### src/rtl/klifo_pkg.sv
`timescale 1ns / 1ps

package klifo_pkg;

    localparam int DEPTH   = 128;
    localparam int FILL_W  = $clog2(DEPTH + 1);
    localparam int KEY_W   = 32;
    localparam int PAY_W   = 32;
    localparam int OCC_W   = 8;
    localparam int STAT_W  = 3;

    typedef enum logic [1:0] {
        OP_PUSH   = 2'd0,
        OP_POP    = 2'd1,
        OP_PEEK   = 2'd2,
        OP_REMOVE = 2'd3
    } op_t;

    typedef enum logic [STAT_W-1:0] {
        ST_OK       = 3'd0,
        ST_FULL     = 3'd1,
        ST_DUP      = 3'd2,
        ST_EMPTY    = 3'd3,
        ST_NOTFOUND = 3'd4
    } status_t;

    typedef struct packed {
        logic [KEY_W-1:0] key;
        logic [PAY_W-1:0] payload;
    } rec_t;

    typedef struct packed {
        logic push;
        logic pop;
        logic remove;
    } cell_ctrl_t;

endpackage

### src/rtl/klifo_cell.sv
`timescale 1ns / 1ps

module klifo_cell import klifo_pkg::*; (
    input  logic             aclk,
    input  cell_ctrl_t       ctrl,
    input  logic             occupied,
    input  logic [KEY_W-1:0] search_key,
    input  logic             hit_in,
    input  rec_t             up_rec,
    input  rec_t             down_rec,
    output rec_t             rec,
    output logic             hit_out
);

    rec_t rec_reg;
    rec_t rec_next;

    assign hit_out = hit_in | (occupied && (rec_reg.key == search_key));
    assign rec     = rec_reg;

    always_comb begin
        rec_next = rec_reg;
        if (ctrl.push) begin
            rec_next = up_rec;
        end else if (ctrl.pop) begin
            rec_next = down_rec;
        end else if (ctrl.remove && hit_out) begin
            rec_next = down_rec;
        end
    end

    always_ff @(posedge aclk) begin
        rec_reg <= rec_next;
    end

endmodule
### config.mk
export PLATFORM = sky130hd
export DESIGN_NAME = klifo_cell
export DESIGN_NICKNAME = d
export VERILOG_FILES = /design/src/rtl/klifo_pkg.sv /design/src/rtl/klifo_cell.sv
export SDC_FILE = /design/constraint.sdc
export NUM_CORES = 1
export LEC_CHECK = 0
export BUFFER_PORTS_ARGS = -buffer_cell sky130_fd_sc_hd__buf_2
export CELL_PAD_IN_SITES_DETAIL_PLACEMENT = 1
export CELL_PAD_IN_SITES_GLOBAL_PLACEMENT = 2
export CORE_MARGIN = 2
export CORE_UTILIZATION = 21
export CTS_CLUSTER_SIZE = 10
export DETAILED_ROUTE_END_ITERATION = 8
export GPL_TIMING_DRIVEN = 1
export PLACE_DENSITY_LB_ADDON = 0.1
export REMOVE_ABC_BUFFERS = 1
export SLEW_MARGIN = 20
export SYNTH_ARGS = -nofsm -noshare
export SYNTH_HDL_FRONTEND = slang
export SYNTH_SLANG_ARGS = --single-unit
### constraint.sdc
create_clock -name aclk -period 4.9 [get_ports aclk]
set_input_delay 0.245 -clock aclk [delete_from_list [all_inputs] [get_ports aclk]]
set_output_delay 0.245 -clock aclk [all_outputs]
set_load 0.005 [all_outputs]
==> flow_summary.yaml, run 1 <==
drt:
  drcViolationCount: 0
  firstDrtPassIters: 4
  ant_nets: 0
  drt-initial-drc-count: 73
  vias_per_cell: 4.034
  post_drt_wl_per_cell_um: 15.92
  drt_wl_total_mm: 9.746
  num_vias: 2469
finish:
  largest_reg_flops: 64
  fin_util_pct: 33.12
  synthToLayoutAreaGrowth_pct: 55.54
  antennaDiodeCount: 0
  finish.net_count: 589
  drive_above_1_share_pct: 72.66
clock_tree:
  cts_tree: "built"
  post_cts_resized: 0
  cts_hold_buf: 0
  cts_setup_buffers: 0
  cts_buffers: 9
  clock_sinks: 64
  clk_latency_ps: 330
  cts.path.max_buffers: 2
  clk_transition_reported_paths_ps: 50
  htreeDepth: 3
  clock-root-buffer: "clkbuf_16"
synth:
  synthesis.area_mm2: 0.003059
  yosys.cell_types.count: 19
  synth_seq_area_share_pct: 62.82
  yosys-top-cells-area: "edfxtp_1, mux2_2, xor2_1"
  ys_seq_elements: 64
  ys_warn_count: 0
  yosysTopAreaCell: "edfxtp_1"
  syn_inst: 187
  synth_top_area_share_pct: 62.82
  syn_area_per_cell_um2: 16.36
timing:
  setup_viol: 0
  rsz0062_at_grt: "false"
  fmax_ghz: 0.3162
  relSlewSlack_pct: 46.15
  tns_ps: 0
  hold_viol_final: 0
  finalCritPeriodShare_pct: 64.55
  min_period_ps: 3163
  maxSlewViolCount: 0
  fin_skew_ps: 4.928
  worst_pin_slew_ps: 804.7
floorplanning:
  fp.dieArea_mm2: 0.01555
  die_height_um: 124.7
  coreArea_mm2: 0.01437
  die_w_um: 124.7
  num_io_pins: 231
  start_util_pct: 21.29
  rows: 44
placed_design:
  hpwl_mm: 7.773
  gp_congestion: 0.7748
  portBuffers: 230
global_route:
  grt_max_degree: 43
  antenna_found_initial: 0
  grt_pass1_wl_mm: 14.90
  grt_overflow: 0
  first_global_vias: 2745
  track_usage_pct: 12.62
worst_setup_path:
  cp-end-kind: "flop"
  cp_top_family: "simple AND/OR/NAND/NOR gates"
  slowest_delay_ps: 660
  cp_slowest_cell: "o21ai_4"
  path_class: "reg -> reg"
  critical_path_buf_inv_count: 1
  cp_cell_sequence: "xor2_1 -> nor4_1 -> nand2_1 -> or4b_1 -> o21ai_4 -> buf_12"
  path_max_fanout: 42
  worstPathRequired_ps: 4910
  worstSetupStartpointType: "flop"
  arrival_ps: 3170
pwr:
  leakagePower_uw: 0.002135
  finalPower_uw: 1629
  ir_worst_vdd_uv: 192.2
  power.density_mw_per_mm2: 342.4
worst_hold_path:
  min_path_type: "in -> reg"
status:
  status: "completed"
flow_run:
  drv_cap: 0
-- per-layer routing --
metal,track usage [%],up-vias,routed length [µm]
li1,-,1184,-
met1,13.44,1143,3620
met2,21.70,137,4865
met3,6.959,5,1160
met4,3.173,0,99
met5,0,-,0
-- metrics by stage --
stage | instance area [µm²] | worst slack (ps) | hold slack (ps) | std cells
6_report | 4758 | 1737 | 214.0 | 612
5_1_grt | 4758 | 1476 | 203.2 | 612
4_1_cts | 4758 | 1659 | 196.7 | 612
3_5_place_dp | 4447 | 1667 | 550.3 | 596
3_3_place_gp | 4447 | 1810 | 547.7 | 596
2_1_floorplan | 3027 | 92.72 | 464.8 | 180
-- where the power goes --
group,internal (µW),leakage (µW),switching [µW]
logic,145,0.00132,109
clock network,440,0.000154,231
registers,677,0.000659,26.9
total,1260,0.00213,366
-- worst paths after layout --
| check | cells after the start | startpoint | to | slack [ps] |
|---|---|---|---|---|
| hold reg to reg | 4 | rec[44] | rec[51] | 1170 |
| setup / recovery | 6 | rec[58] | rec[25] | 1740 |
| hold / removal | 2 | down_rec[33] | rec[33] | 210 |
| setup reg to reg | 6 | rec[58] | rec[25] | 1740 |
-- cells by family (layout without fill, tap and decap cells) --
| family | Yosys count | in the layout | share of synthesized area (%) |
|---|---|---|---|
| flops | 64 | 64 | 62.82 |
| xor+xnor | 29 | 29 | 8.303 |
| compound gates | 5 | 5 | 1.104 |
| mux | 64 | 64 | 23.56 |
| simple gates | 14 | 14 | 2.659 |
| buf+inv | 11 | 252 | 1.554 |
-- synthesized netlist by cell type --
library cell and n:
nand3_1 1, o21ai_0 1, inv_1 4, or4b_1 1, o22ai_1 1, nand2b_1 1
clkbuf_1 2, mux2_2 64, nand2_1 3, nor3_1 1, buf_2 5, a211oi_1 1
a222oi_1 1, o21ai_1 1, xor2_1 23, nand4_1 1, edfxtp_1 64, xnor2_1 6
nor4_1 6
-- layout by cell type, fill, tap and decap left out, types with 2 or more instances in the layout --
master / count
edfxtp_1: 64
bufinv_16: 2
nand2_1: 3
mux2_2: 64
clkinv_2: 2
clkbuf_16: 9
clkinv_1: 2
buf_2: 230
xnor2_1: 6
nor4_1: 6
inv_1: 4
xor2_1: 23
-- cell type report --
cell class	instances	area (µm²)
inverters	4	15.01
multi-input cells	112	1101
flip-flops and latches	64	1922
clock buffers	9	225.2
clock inverters	7	86.33
well taps	184	230.2
fillers	1631	9610
repair buffers	232	1179
(Power assumes the default switching activity.)
==> run 2: changes to the inputs <==
--- a/config.mk
+++ b/config.mk
@@ -9,7 +9,7 @@
 export CELL_PAD_IN_SITES_DETAIL_PLACEMENT = 1
 export CELL_PAD_IN_SITES_GLOBAL_PLACEMENT = 2
 export CORE_MARGIN = 2
-export CORE_UTILIZATION = 21
+export CORE_UTILIZATION = 24
 export CTS_CLUSTER_SIZE = 10
 export DETAILED_ROUTE_END_ITERATION = 8
 export GPL_TIMING_DRIVEN = 1
==> constraint.sdc (replaced) <==
create_clock -name aclk -period 3.1 [get_ports aclk]
set_input_delay 0.155 -clock aclk [delete_from_list [all_inputs] [get_ports aclk]]
set_output_delay 0.155 -clock aclk [all_outputs]
set_load 0.005 [all_outputs]
==> run 2 against run 1 <==
Sequential share of layout area grew 0.15 points. Setup slack lost 1200 ps. Clock power grew 46%. Critical path type unchanged. Count of clock-buffer cells in the layout grew 1. Cell count shrank 1.8%.
==> flow_summary.yaml, run 2 (synthesized netlist as in run 1, its figures left out) <==
timing:
  setup_viol: 0
  rsz0062_at_grt: "false"
  fmax_ghz: 0.3918
  worst_pin_slew_ps: 614.7
  min_period_ps: 2552
  fin_skew_ps: 7.716
  worst_slack_ps: 547.8
  relSlewSlack_pct: 59.02
  finalCritPeriodShare_pct: 82.33
  tns_ps: 0
  hold_viol_final: 0
  maxSlewViolCount: 0
drt:
  firstDrtPassIters: 4
  num_vias: 2448
  drcViolationCount: 0
  post_drt_wl_per_cell_um: 15.73
  vias_per_cell: 4.073
  drt_wl_total_mm: 9.456
  drt-initial-drc-count: 50
  ant_nets: 0
pwr:
  internal_power_uw: 1920
  seqPwrFrac_pct: 44.7
  clockPowerShare_pct: 39.3
  power.density_mw_per_mm2: 525.9
  leakagePower_uw: 0.002129
  comb_power_share_pct: 16.1
  ir_worst_vdd_uv: 195.3
  switchingPower_uw: 572.9
  p_sw_share_pct: 22.98
worst_setup_path:
  cp_top_family: "simple AND/OR/NAND/NOR gates"
  worstSetupStartpointType: "flop"
  rrSetupSlack_ps: 550
  worstPathRequired_ps: 3080
  path_max_fanout: 30
  cp_slowest_cell: "or4b_1"
  path_class: "reg -> reg"
  slowest_delay_ps: 610
  critical_path_buf_inv_count: 1
  timing.rr.start: "rec[38]"
  arrival_ps: 2530
  r2r_cells: 6
  cp_cell_sequence: "xor2_1 -> nor4_1 -> nand3_1 -> or4b_1 -> o21ai_4 -> buf_4"
  r2r_end: "rec[32]"
  cp-end-kind: "flop"
  worst-path-stages: 6
worst_hold_path:
  worstHoldStart: "up_rec[7]"
  hold_depth: 2
  min_path_type: "in -> reg"
  min_to: "rec[7]"
floorplanning:
  rows: 41
  coreArea_mm2: 0.01252
  fp.dieArea_mm2: 0.01367
  die_w_um: 116.9
  num_io_pins: 231
  start_util_pct: 24.44
  die_height_um: 116.9
clock_tree:
  clk_transition_reported_paths_ps: 60
  post_cts_resized: 0
  htreeDepth: 3
  cts_buffers: 9
  cts_hold_buf: 0
  cts_tree: "built"
  clock-root-buffer: "clkbuf_16"
  cts.path.max_buffers: 2
  cts_setup_buffers: 0
  clock_sinks: 64
  clk_latency_ps: 320
placed_design:
  place_ws_ps: 501.1
  gp_congestion: 0.7137
  hpwl_mm: 7.637
  portBuffers: 230
flow_run:
  drv_cap: 0
finish:
  synthToLayoutAreaGrowth_pct: 54.97
  drive_above_1_share_pct: 72.73
  antennaDiodeCount: 0
  final_cell_mix: "buf_2, mux2_2, edfxtp_1, xor2_1, clkbuf_16"
  mostFrequentLayoutCell: "buf_2"
  largest_reg_flops: 64
  finish.net_count: 590
global_route:
  grt_overflow: 0
  track_usage_pct: 13.59
  grt_max_degree: 43
  grt_pass1_wl_mm: 13.61
  first_global_vias: 2599
  antenna_found_initial: 0
status:
  status: "completed"
[run 2: final cells by class]
class	count	area, µm²
Fill cell	1434	7776
Sequential cell	64	1922
Timing Repair Buffer	233	1199
Multi-Input combinational cell	112	1101
Clock buffer	10	229.0
Tap cell	172	215.2
Clock inverter	6	60.06
Inverter	4	15.01
[run 2: per-stage QoR]
stage / instance area [µm²] / utilization [%] / hold WS (ps) / power [µW] / std cells
after CTS: 4741 / 37.87 / 118.3 / 2544 / 601
after floorplan: 3027 / - / 374.8 / 1279 / 180
after global routing: 4741 / 37.87 / 121.3 / 2618 / 601
final: 4741 / 37.87 / 130.9 / 2493 / 601
after global placement: 4452 / 35.57 / 457.3 / 1535 / 585
after detailed placement: 4452 / 35.57 / 459.4 / 1543 / 585
[run 2: how the worst max path moves through the flow]
| stage | startpoint | end | slack (ps) |
|---|---|---|---|
| detailed placement | rec[38] | rec[13] | 500 |
| global placement | rec[38] | rec[12] | 550 |
| floorplan | rec[36] | rec[0] | -1710 |
| global route | rec[42] | rec[53] | 370 |
| CTS | rec[38] | rec[32] | 490 |
| finish | rec[38] | rec[32] | 550 |
[run 2: metal layers]
metal | global-route usage, % | share of wire [%] | vias to the layer above
met5 | 0 | 0 | -
met4 | 6.353 | 2.1 | 0
met3 | 5.098 | 10 | 14
met2 | 23.58 | 51 | 132
met1 | 14.72 | 37 | 1113
li1 | - | - | 1189
[run 2: power groups by stage]
stage / combinational, µW / sequential (µW) / clock [µW]
final: 401 / 1110 / 979
after global routing: 444 / 1130 / 1050
after CTS: 414 / 1120 / 1010
after detailed placement: 411 / 1130 / 0
after global placement: 411 / 1120 / 0
after floorplan: 131 / 1150 / 0
